### src/hdl/p2p_pkg.sv
// ----------------------------------------------------------------------------
// p2p_pkg: shared types and constants of the planar to palette rgb converter
// transaction layouts, configuration records, register and command codes
// ----------------------------------------------------------------------------
package p2p_pkg;

   // geometry
   localparam int PALETTE_ENTRIES = 16;
   localparam int PAL_IDX_W       = $clog2(PALETTE_ENTRIES);
   localparam int NUM_PIXELS      = 8;
   localparam int NUM_PLANES      = 4;
   localparam int CH_W            = 4;
   localparam int ENTRY_W         = 3 * CH_W;
   localparam int RGB_W           = 24;

   // configuration port
   localparam int CSR_IDX_W  = 2;
   localparam int CSR_DATA_W = 4;
   localparam logic [CSR_IDX_W-1:0] CSR_PLANE_MASK  = 2'd0;
   localparam logic [CSR_IDX_W-1:0] CSR_UL_ENABLE   = 2'd1;
   localparam logic [CSR_IDX_W-1:0] CSR_UL_COLOR    = 2'd2;

   localparam logic [NUM_PLANES-1:0] PLANE_MASK_RESET = 4'hf;

   // commands
   localparam logic CMD_PAL_WRITE = 1'b0;
   localparam logic CMD_CONVERT   = 1'b1;

   // request transaction
   typedef struct packed {
      logic       cmd;
      logic [7:0] plane_b;
      logic [7:0] plane_r;
      logic [7:0] plane_g;
      logic [7:0] plane_e;
      logic [3:0] pal_index;
      logic [3:0] pal_red;
      logic [3:0] pal_green;
      logic [3:0] pal_blue;
   } req_type;

   // response transaction
   typedef struct packed {
      logic [RGB_W-1:0] pixel0_rgb;
      logic [RGB_W-1:0] pixel1_rgb;
      logic [RGB_W-1:0] pixel2_rgb;
      logic [RGB_W-1:0] pixel3_rgb;
      logic [RGB_W-1:0] pixel4_rgb;
      logic [RGB_W-1:0] pixel5_rgb;
      logic [RGB_W-1:0] pixel6_rgb;
      logic [RGB_W-1:0] pixel7_rgb;
   } rsp_type;

   // configuration seen by the lanes
   typedef struct packed {
      logic [NUM_PLANES-1:0] plane_mask;
      logic                  ul_enable;
      logic [PAL_IDX_W-1:0]  ul_color;
   } cfg_type;

   // palette write broadcast to every lane copy
   typedef struct packed {
      logic                 en;
      logic [PAL_IDX_W-1:0] index;
      logic [ENTRY_W-1:0]   entry;
   } pal_wr_type;

   // 4-bit channel to 8 bits, same as multiplying by 17
   function automatic logic [2*CH_W-1:0] widen_channel(input logic [CH_W-1:0] v);
      return {v, v};
   endfunction

endpackage

### src/hdl/planar_to_palette_rgb_top.sv
// ----------------------------------------------------------------------------
// planar_to_palette_rgb_top: four-bitplane to chunky rgb converter
// eight lanes build color indices and look up replicated palettes
// ----------------------------------------------------------------------------
// Throughput is one transaction per clock: a convert transaction is accepted
// every cycle while the response side keeps taking results, and a palette
// write produces no response. A convert response passes through the
// registered palette read in each of the eight pixel lanes and then the
// output register. Each lane holds its own copy of the 16-entry palette, so
// all eight pixels read in the same cycle; a palette write updates every copy
// at once and is seen by the very next transaction. Unwritten palette entries
// read as black after reset, no clearing pass is needed.
module planar_to_palette_rgb_top (
   input  logic                           clock,
   input  logic                           reset,
   input  logic                           req_valid,
   output logic                           req_ready,
   input  p2p_pkg::req_type               req_data,
   output logic                           rsp_valid,
   input  logic                           rsp_ready,
   output p2p_pkg::rsp_type               rsp_data,
   input  logic                           csr_we,
   input  logic [p2p_pkg::CSR_IDX_W-1:0]  csr_index,
   input  logic [p2p_pkg::CSR_DATA_W-1:0] csr_wdata
);
   import p2p_pkg::*;

   cfg_type              cfg_ff;
   cfg_type              cfg_in;
   pal_wr_type           pal_wr;
   logic                 req_fire;
   logic                 s1_valid_ff;
   logic                 s1_valid_in;
   logic                 s1_ready;
   logic                 advance;
   logic [NUM_PLANES-1:0] lane_bits [NUM_PIXELS];
   logic [ENTRY_W-1:0]   lane_entry [NUM_PIXELS];

   // configuration registers
   always_comb begin
      cfg_in = cfg_ff;
      if (csr_we) begin
         unique case (csr_index)
            CSR_PLANE_MASK: cfg_in.plane_mask = csr_wdata[NUM_PLANES-1:0];
            CSR_UL_ENABLE:  cfg_in.ul_enable  = csr_wdata[0];
            CSR_UL_COLOR:   cfg_in.ul_color   = csr_wdata[PAL_IDX_W-1:0];
            default:        cfg_in = cfg_ff;
         endcase
      end
   end

   always_ff @(posedge clock) begin
      if (reset) begin
         cfg_ff.plane_mask <= PLANE_MASK_RESET;
         cfg_ff.ul_enable  <= 1'b0;
         cfg_ff.ul_color   <= '0;
      end else begin
         cfg_ff <= cfg_in;
      end
   end

   // input handshake
   assign s1_ready  = !s1_valid_ff || advance;
   assign req_ready = s1_ready;
   assign req_fire  = req_valid && req_ready;

   // palette write broadcast
   assign pal_wr.en    = req_fire && (req_data.cmd == CMD_PAL_WRITE);
   assign pal_wr.index = req_data.pal_index;
   assign pal_wr.entry = {req_data.pal_red, req_data.pal_green, req_data.pal_blue};

   // lane read stage valid
   assign s1_valid_in = s1_ready ? (req_fire && (req_data.cmd == CMD_CONVERT))
                                 : s1_valid_ff;

   always_ff @(posedge clock) begin
      if (reset) begin
         s1_valid_ff <= 1'b0;
      end else begin
         s1_valid_ff <= s1_valid_in;
      end
   end

   // pixel lanes, leftmost pixel from bit 7
   for (genvar k = 0; k < NUM_PIXELS; k++) begin : g_lane
      assign lane_bits[k] = {req_data.plane_e[NUM_PIXELS-1-k],
                             req_data.plane_g[NUM_PIXELS-1-k],
                             req_data.plane_r[NUM_PIXELS-1-k],
                             req_data.plane_b[NUM_PIXELS-1-k]};

      p2p_lane u_lane (
         .clock      (clock),
         .reset      (reset),
         .plane_bits (lane_bits[k]),
         .cfg        (cfg_ff),
         .pal_wr     (pal_wr),
         .rd_en      (s1_ready),
         .entry      (lane_entry[k])
      );
   end

   // merge and output register
   p2p_merge u_merge (
      .clock      (clock),
      .reset      (reset),
      .s1_valid   (s1_valid_ff),
      .lane_entry (lane_entry),
      .advance    (advance),
      .rsp_valid  (rsp_valid),
      .rsp_ready  (rsp_ready),
      .rsp_data   (rsp_data)
   );

   // a palette write never enters the result path
   a_write_no_result: assert property (@(posedge clock) disable iff (reset)
      (req_fire && req_data.cmd == CMD_PAL_WRITE) |=> !s1_valid_ff)
      else $error("palette write produced a lane stage transaction");

   // a convert always occupies the lane stage next cycle
   a_convert_enters: assert property (@(posedge clock) disable iff (reset)
      (req_fire && req_data.cmd == CMD_CONVERT) |=> s1_valid_ff)
      else $error("convert transaction lost at lane stage");

   // a blocked lane stage keeps its read data
   a_lane_hold: assert property (@(posedge clock) disable iff (reset)
      (s1_valid_ff && !advance) |=> (s1_valid_ff && $stable(lane_entry[0])
                                     && $stable(lane_entry[NUM_PIXELS-1])))
      else $error("stalled lane data changed");

   // both stages full and stalled means no new request
   a_full_blocks: assert property (@(posedge clock) disable iff (reset)
      (s1_valid_ff && rsp_valid && !rsp_ready) |-> !req_ready)
      else $error("request accepted with full pipeline");

endmodule

### src/hdl/p2p_lane.sv
// ----------------------------------------------------------------------------
// p2p_lane: one pixel lane
// forms the color index from four plane bits and reads its own palette copy
// ----------------------------------------------------------------------------
module p2p_lane (
   input  logic                          clock,
   input  logic                          reset,
   input  logic [p2p_pkg::NUM_PLANES-1:0] plane_bits,
   input  p2p_pkg::cfg_type              cfg,
   input  p2p_pkg::pal_wr_type           pal_wr,
   input  logic                          rd_en,
   output logic [p2p_pkg::ENTRY_W-1:0]   entry
);
   import p2p_pkg::*;

   logic [ENTRY_W-1:0]         pal_mem_ff [PALETTE_ENTRIES];
   logic [PALETTE_ENTRIES-1:0] vld_ff;
   logic [PALETTE_ENTRIES-1:0] vld_in;
   logic [ENTRY_W-1:0]         rd_data_ff;
   logic                       rd_vld_ff;
   logic [PAL_IDX_W-1:0]       raw_idx;
   logic [PAL_IDX_W-1:0]       idx;

   // masked planes, underlay color replaces index zero when enabled
   always_comb begin
      raw_idx = plane_bits & cfg.plane_mask;
      if (raw_idx == '0 && cfg.ul_enable) begin
         idx = cfg.ul_color;
      end else begin
         idx = raw_idx;
      end
   end

   // palette copy storage
   always_ff @(posedge clock) begin
      if (pal_wr.en) begin
         pal_mem_ff[pal_wr.index] <= pal_wr.entry;
      end
   end

   // written-entry flags, an unwritten entry reads as black
   always_comb begin
      vld_in = vld_ff;
      if (pal_wr.en) begin
         vld_in[pal_wr.index] = 1'b1;
      end
   end

   always_ff @(posedge clock) begin
      if (reset) begin
         vld_ff <= '0;
      end else begin
         vld_ff <= vld_in;
      end
   end

   // registered read
   always_ff @(posedge clock) begin
      if (rd_en) begin
         rd_data_ff <= pal_mem_ff[idx];
         rd_vld_ff  <= vld_ff[idx];
      end
   end

   assign entry = rd_vld_ff ? rd_data_ff : '0;

endmodule

### src/hdl/p2p_merge.sv
// ----------------------------------------------------------------------------
// p2p_merge: output stage
// widens the lane entries to 24-bit pixels and holds the response transaction
// ----------------------------------------------------------------------------
module p2p_merge (
   input  logic                        clock,
   input  logic                        reset,
   input  logic                        s1_valid,
   input  logic [p2p_pkg::ENTRY_W-1:0] lane_entry [p2p_pkg::NUM_PIXELS],
   output logic                        advance,
   output logic                        rsp_valid,
   input  logic                        rsp_ready,
   output p2p_pkg::rsp_type            rsp_data
);
   import p2p_pkg::*;

   logic [RGB_W-1:0] pix [NUM_PIXELS];
   logic             rsp_valid_ff;
   logic             rsp_valid_in;
   rsp_type          rsp_data_ff;
   rsp_type          rsp_data_in;

   // expand each channel of every lane
   always_comb begin
      for (int k = 0; k < NUM_PIXELS; k++) begin
         pix[k] = {widen_channel(lane_entry[k][ENTRY_W-1 -: CH_W]),
                   widen_channel(lane_entry[k][2*CH_W-1 -: CH_W]),
                   widen_channel(lane_entry[k][CH_W-1:0])};
      end
      rsp_data_in.pixel0_rgb = pix[0];
      rsp_data_in.pixel1_rgb = pix[1];
      rsp_data_in.pixel2_rgb = pix[2];
      rsp_data_in.pixel3_rgb = pix[3];
      rsp_data_in.pixel4_rgb = pix[4];
      rsp_data_in.pixel5_rgb = pix[5];
      rsp_data_in.pixel6_rgb = pix[6];
      rsp_data_in.pixel7_rgb = pix[7];
   end

   // output register moves when empty or drained
   assign advance      = !rsp_valid_ff || rsp_ready;
   assign rsp_valid_in = advance ? s1_valid : rsp_valid_ff;

   always_ff @(posedge clock) begin
      if (reset) begin
         rsp_valid_ff <= 1'b0;
      end else begin
         rsp_valid_ff <= rsp_valid_in;
      end
   end

   always_ff @(posedge clock) begin
      if (advance && s1_valid) begin
         rsp_data_ff <= rsp_data_in;
      end
   end

   assign rsp_valid = rsp_valid_ff;
   assign rsp_data  = rsp_data_ff;

endmodule
### config.mk
export PLATFORM = sky130hd
export DESIGN_NAME = planar_to_palette_rgb_top
export DESIGN_NICKNAME = d
export VERILOG_FILES = /design/src/hdl/p2p_pkg.sv /design/src/hdl/planar_to_palette_rgb_top.sv /design/src/hdl/p2p_lane.sv /design/src/hdl/p2p_merge.sv
export SDC_FILE = /design/constraint.sdc
export NUM_CORES = 1
export LEC_CHECK = 0
export BUFFER_PORTS_ARGS = -buffer_cell sky130_fd_sc_hd__buf_2
export CORE_AREA = 5 5 226 337
export DETAILED_ROUTE_END_ITERATION = 16
export DIE_AREA = 0 0 231 342
export PLACE_DENSITY = 0.59
export SETUP_SLACK_MARGIN = 0.2
export SLEW_MARGIN = 30
export SYNTH_ARGS = -nofsm -noshare
export SYNTH_HDL_FRONTEND = slang
export SYNTH_SLANG_ARGS = --single-unit
### constraint.sdc
create_clock -name clock -period 11.9 [get_ports clock]
set_input_delay 2.975 -clock clock [delete_from_list [all_inputs] [get_ports clock]]
set_output_delay 2.975 -clock clock [all_outputs]
set_load 0.05 [all_outputs]
==> flow_metrics.env <==
export IMPL_outcome="complete, no violations"
export IMPL_htreeDepth=2
export IMPL_finalMaxSlewViolations=0
export IMPL_place_ws_ps=5250
export IMPL_syn_area_per_cell_um2=9.21
export IMPL_critical_path_required_ps=8930
export IMPL_synth_compound_area_frac=0.159
export IMPL_holdPathEnd="g_lane[5].u_lane.vld_ff[6]$_SDFFE_PP0N_"
export IMPL_synth_top_family_by_area="compound AO/OA/AOI/OAI gates"
export IMPL_fin_ws_ps=5250
export IMPL_power_leakage_nw=14.0
export IMPL_fp_dieW_um=231
export IMPL_ys_warn_count=0
export IMPL_synth_top_flop_cell="edfxtp_1"
export IMPL_post_cts_buffers=0
export IMPL_criticalPathCategory="primary input to output pin"
export IMPL_std_cell_rows=121
export IMPL_crit_path_end_kind="output pin"
export IMPL_grt_pass1_vias=28100
export IMPL_synth_cells=3525
export IMPL_worstMarginPinSlew_ps=1170
export IMPL_fin_setup_tns_ps=0
export IMPL_synth_fa_ha_area_frac=0
export IMPL_ant_nets=0
export IMPL_cts_tree="done"
export IMPL_period_share=0.559
export IMPL_clockBufferDepth=3
export IMPL_core_mm2=0.0727
export IMPL_hold_viol=0
export IMPL_totalWireLength_mm=166
export IMPL_p_int_mw=3.27
export IMPL_slowest_delay_ps=300
export IMPL_synthXorXnorAreaFrac=0
export IMPL_rsz0062_at_grt="no"
export IMPL_whs_path_depth=2
export IMPL_peakVddDrop_v=0.000131
export IMPL_nNetsFinal=3411
export IMPL_rr_endpoint="g_lane[3].u_lane.rd_data_ff[8]$_DFFE_PN_"
export IMPL_pin_count=254
export IMPL_vias=29600
export IMPL_cp_max_fo=3
export IMPL_yosysUniqueCellTypes=51
export IMPL_drc=0
export IMPL_holdWs_ps=446
export IMPL_fp_dieArea_mm2=0.0790
export IMPL_postCtsResizedCells=0
export IMPL_min_from="g_lane[5].u_lane.vld_ff[6]$_SDFFE_PP0N_"
export IMPL_firstDrtPassIters=6
export IMPL_io_buffer_count=253
export IMPL_power_switching_mw=1.42
export IMPL_grt_usage=0.402
export IMPL_synth_most_common_cell="nand2_1"
export IMPL_cts_sinks=531
export IMPL_p_per_area_mw_per_mm2=135
export IMPL_overflow=0
export IMPL_setup_viol=0
export IMPL_fin_util=0.479
export IMPL_regToRegStartpoint="cfg_ff[4]$_SDFFE_PP0P_"
export IMPL_r2r_cells=7
export IMPL_post_drt_wl_per_cell_um=38.5
export IMPL_slowest_stage="buf_2"
export IMPL_pwr_share_clk=0.373
export IMPL_fin_worst_skew_ps=16.1
export IMPL_synth_common_cells="nand2_1 (544), mux2i_1 (507), edfxtp_1 (392)"
export IMPL_die_h_um=342
export IMPL_insertion_delay_ps=660
export IMPL_start_util=0.447
export IMPL_numCtsBuffers=54
export IMPL_hold_buffers=0
export IMPL_switching_share=0.303
export IMPL_rrSetupSlack_ps=7590
export IMPL_synth_cell_area_mm2=0.0325
export IMPL_cpMostUsedCell="buf_2"
export IMPL_max_cap_violations=0
export IMPL_fill_cells=6806
export IMPL_gp_congestion=1.02
export IMPL_relSlewSlack=0.218
export IMPL_syn_nets=3585
export IMPL_startpoint_type="primary input"
export IMPL_syn_to_final_growth_pct=7.15
export IMPL_root_buffer="clkbuf_16"
export IMPL_initialDrtViolationCount=3820
export IMPL_synth_edf_count=392
export IMPL_routed_via_density=6.86
export IMPL_yosys_area_share_simple=0.144
export IMPL_hp_class="register to register"
export IMPL_yosysTopAreaCell="edfxtp_1"
export IMPL_synth_seq_cells=531
export IMPL_dp_hpwl_mm=111
export IMPL_p_seq_frac=0.465
export IMPL_synth_seq_area_share=0.448
export IMPL_drive_gt1_frac=0.132
export IMPL_clock_fmax_mhz=150
export IMPL_comb_power_share=0.162
export IMPL_clkTransAtPathRegs_ps=60
export IMPL_synthArstFlopShare=0
export IMPL_synth_top_area_frac=0.363
export IMPL_grt_pass1_wl_mm=222
export IMPL_antenna_found_initial=7
export IMPL_grt_max_degree=100
export IMPL_min_period_ps=6650
export IMPL_path_cells="buf_2 -> nand3b_1 -> buf_4 -> buf_2"
export IMPL_worstPathArrival_ps=3680
export IMPL_synthMuxAreaShare=0.156
export IMPL_synthTopCellsByArea="edfxtp_1 (36%), mux2i_1 (16%), dfxtp_1 (8.6%), nand2_1 (6.3%), a21oi_1 (5.6%)"
-- metrics by stage --
| stage | instances | area, um^2 | total power [mW] |
|---|---|---|---|
| final | 4317 | 34800 | 4.69 |
| after global routing | 4313 | 34800 | 4.80 |
| after CTS | 4311 | 34700 | 4.67 |
| after detailed placement | 4215 | 32900 | 2.95 |
| after global placement | 4215 | 32900 | 2.93 |
| after floorplan | 3525 | 32500 | 2.65 |
-- area by class of cell --
class | instances | area (um^2) | share of cell area
inverters | 108 | 405 | 0.0117
clock buffers | 74 | 1550 | 0.0447
repair buffers | 301 | 1670 | 0.0480
flip-flops and latches | 531 | 14600 | 0.419
clock inverters | 22 | 214 | 0.00615
well taps | 922 | 1150 | 0.0332
diodes | 4 | 10.0 | 0.000288
multi-input cells | 2355 | 15200 | 0.438
-- routing by layer --
metal  wire length (um)  GRT usage  share of wire
met2              75200      0.639           0.45
met4              20600      0.390           0.12
met5                 34          0        0.00020
met1              55000      0.432           0.33
met3              15300     0.0962          0.092
-- power groups by stage --
stage               Combinational [mW]  Clock (mW)  Sequential, mW
finish                           0.759        1.75            2.18
global route                     0.779        1.84            2.18
CTS                              0.730        1.76            2.18
detailed placement               0.729           0            2.22
global placement                 0.716           0            2.22
floorplan                        0.485           0            2.17
-- cell families after synthesis --
| kind of cell | count (synthesis) |
|---|---|
| AOI/OAI and AO/OA | 845 |
| buffers and inverters | 639 |
| DFF | 531 |
| muxes | 507 |
| and+or+nand+nor | 1003 |
-- cell usage in the layout, fill, tap and decap left out, types with 17 or more instances in the layout --
cell type	n
buf_2	252
a21oi_1	351
clkbuf_16	57
and2_1	113
o22ai_1	285
o21ai_0	31
dfxtp_1	139
edfxtp_1	392
buf_4	44
inv_1	108
nand2_2	17
o31a_1	17
mux2i_1	507
nor2_1	93
nand3_1	19
or3_1	157
nand2_1	526
a32oi_1	66
-- worst max-delay path, delay by kind of cell --
| kind | cells | cell delay [ps] |
|---|---|---|
| and+or+nand+nor | 1 | 100 |
| buffers and inverters | 3 | 600 |
-- flip-flops by register name (all words and copies together), names as in the netlist --
register,cells
g_lane.u_lane.pal_mem_ff,192
g_lane.u_lane.vld_ff,128
g_lane.u_lane.rd_data_ff,96
u_merge.rsp_data,96
cfg_ff,9
g_lane.u_lane.rd_vld_ff,8
s1_valid_ff,1
u_merge.rsp_valid,1
-- how the worst max path moves through the flow --
| stage | start | to | slack [ps] | depth (start not counted) |
|---|---|---|---|---|
| finish | rsp_ready | req_ready | 5250 | 4 |
| global route | rsp_ready | req_ready | 5260 | 4 |
| CTS | rsp_ready | req_ready | 5250 | 4 |
| detailed placement | rsp_ready | req_ready | 5250 | 4 |
| global placement | rsp_ready | req_ready | 5220 | 4 |
| floorplan | rsp_ready | req_ready | 3200 | 1 |
(Power assumes the default switching activity.)
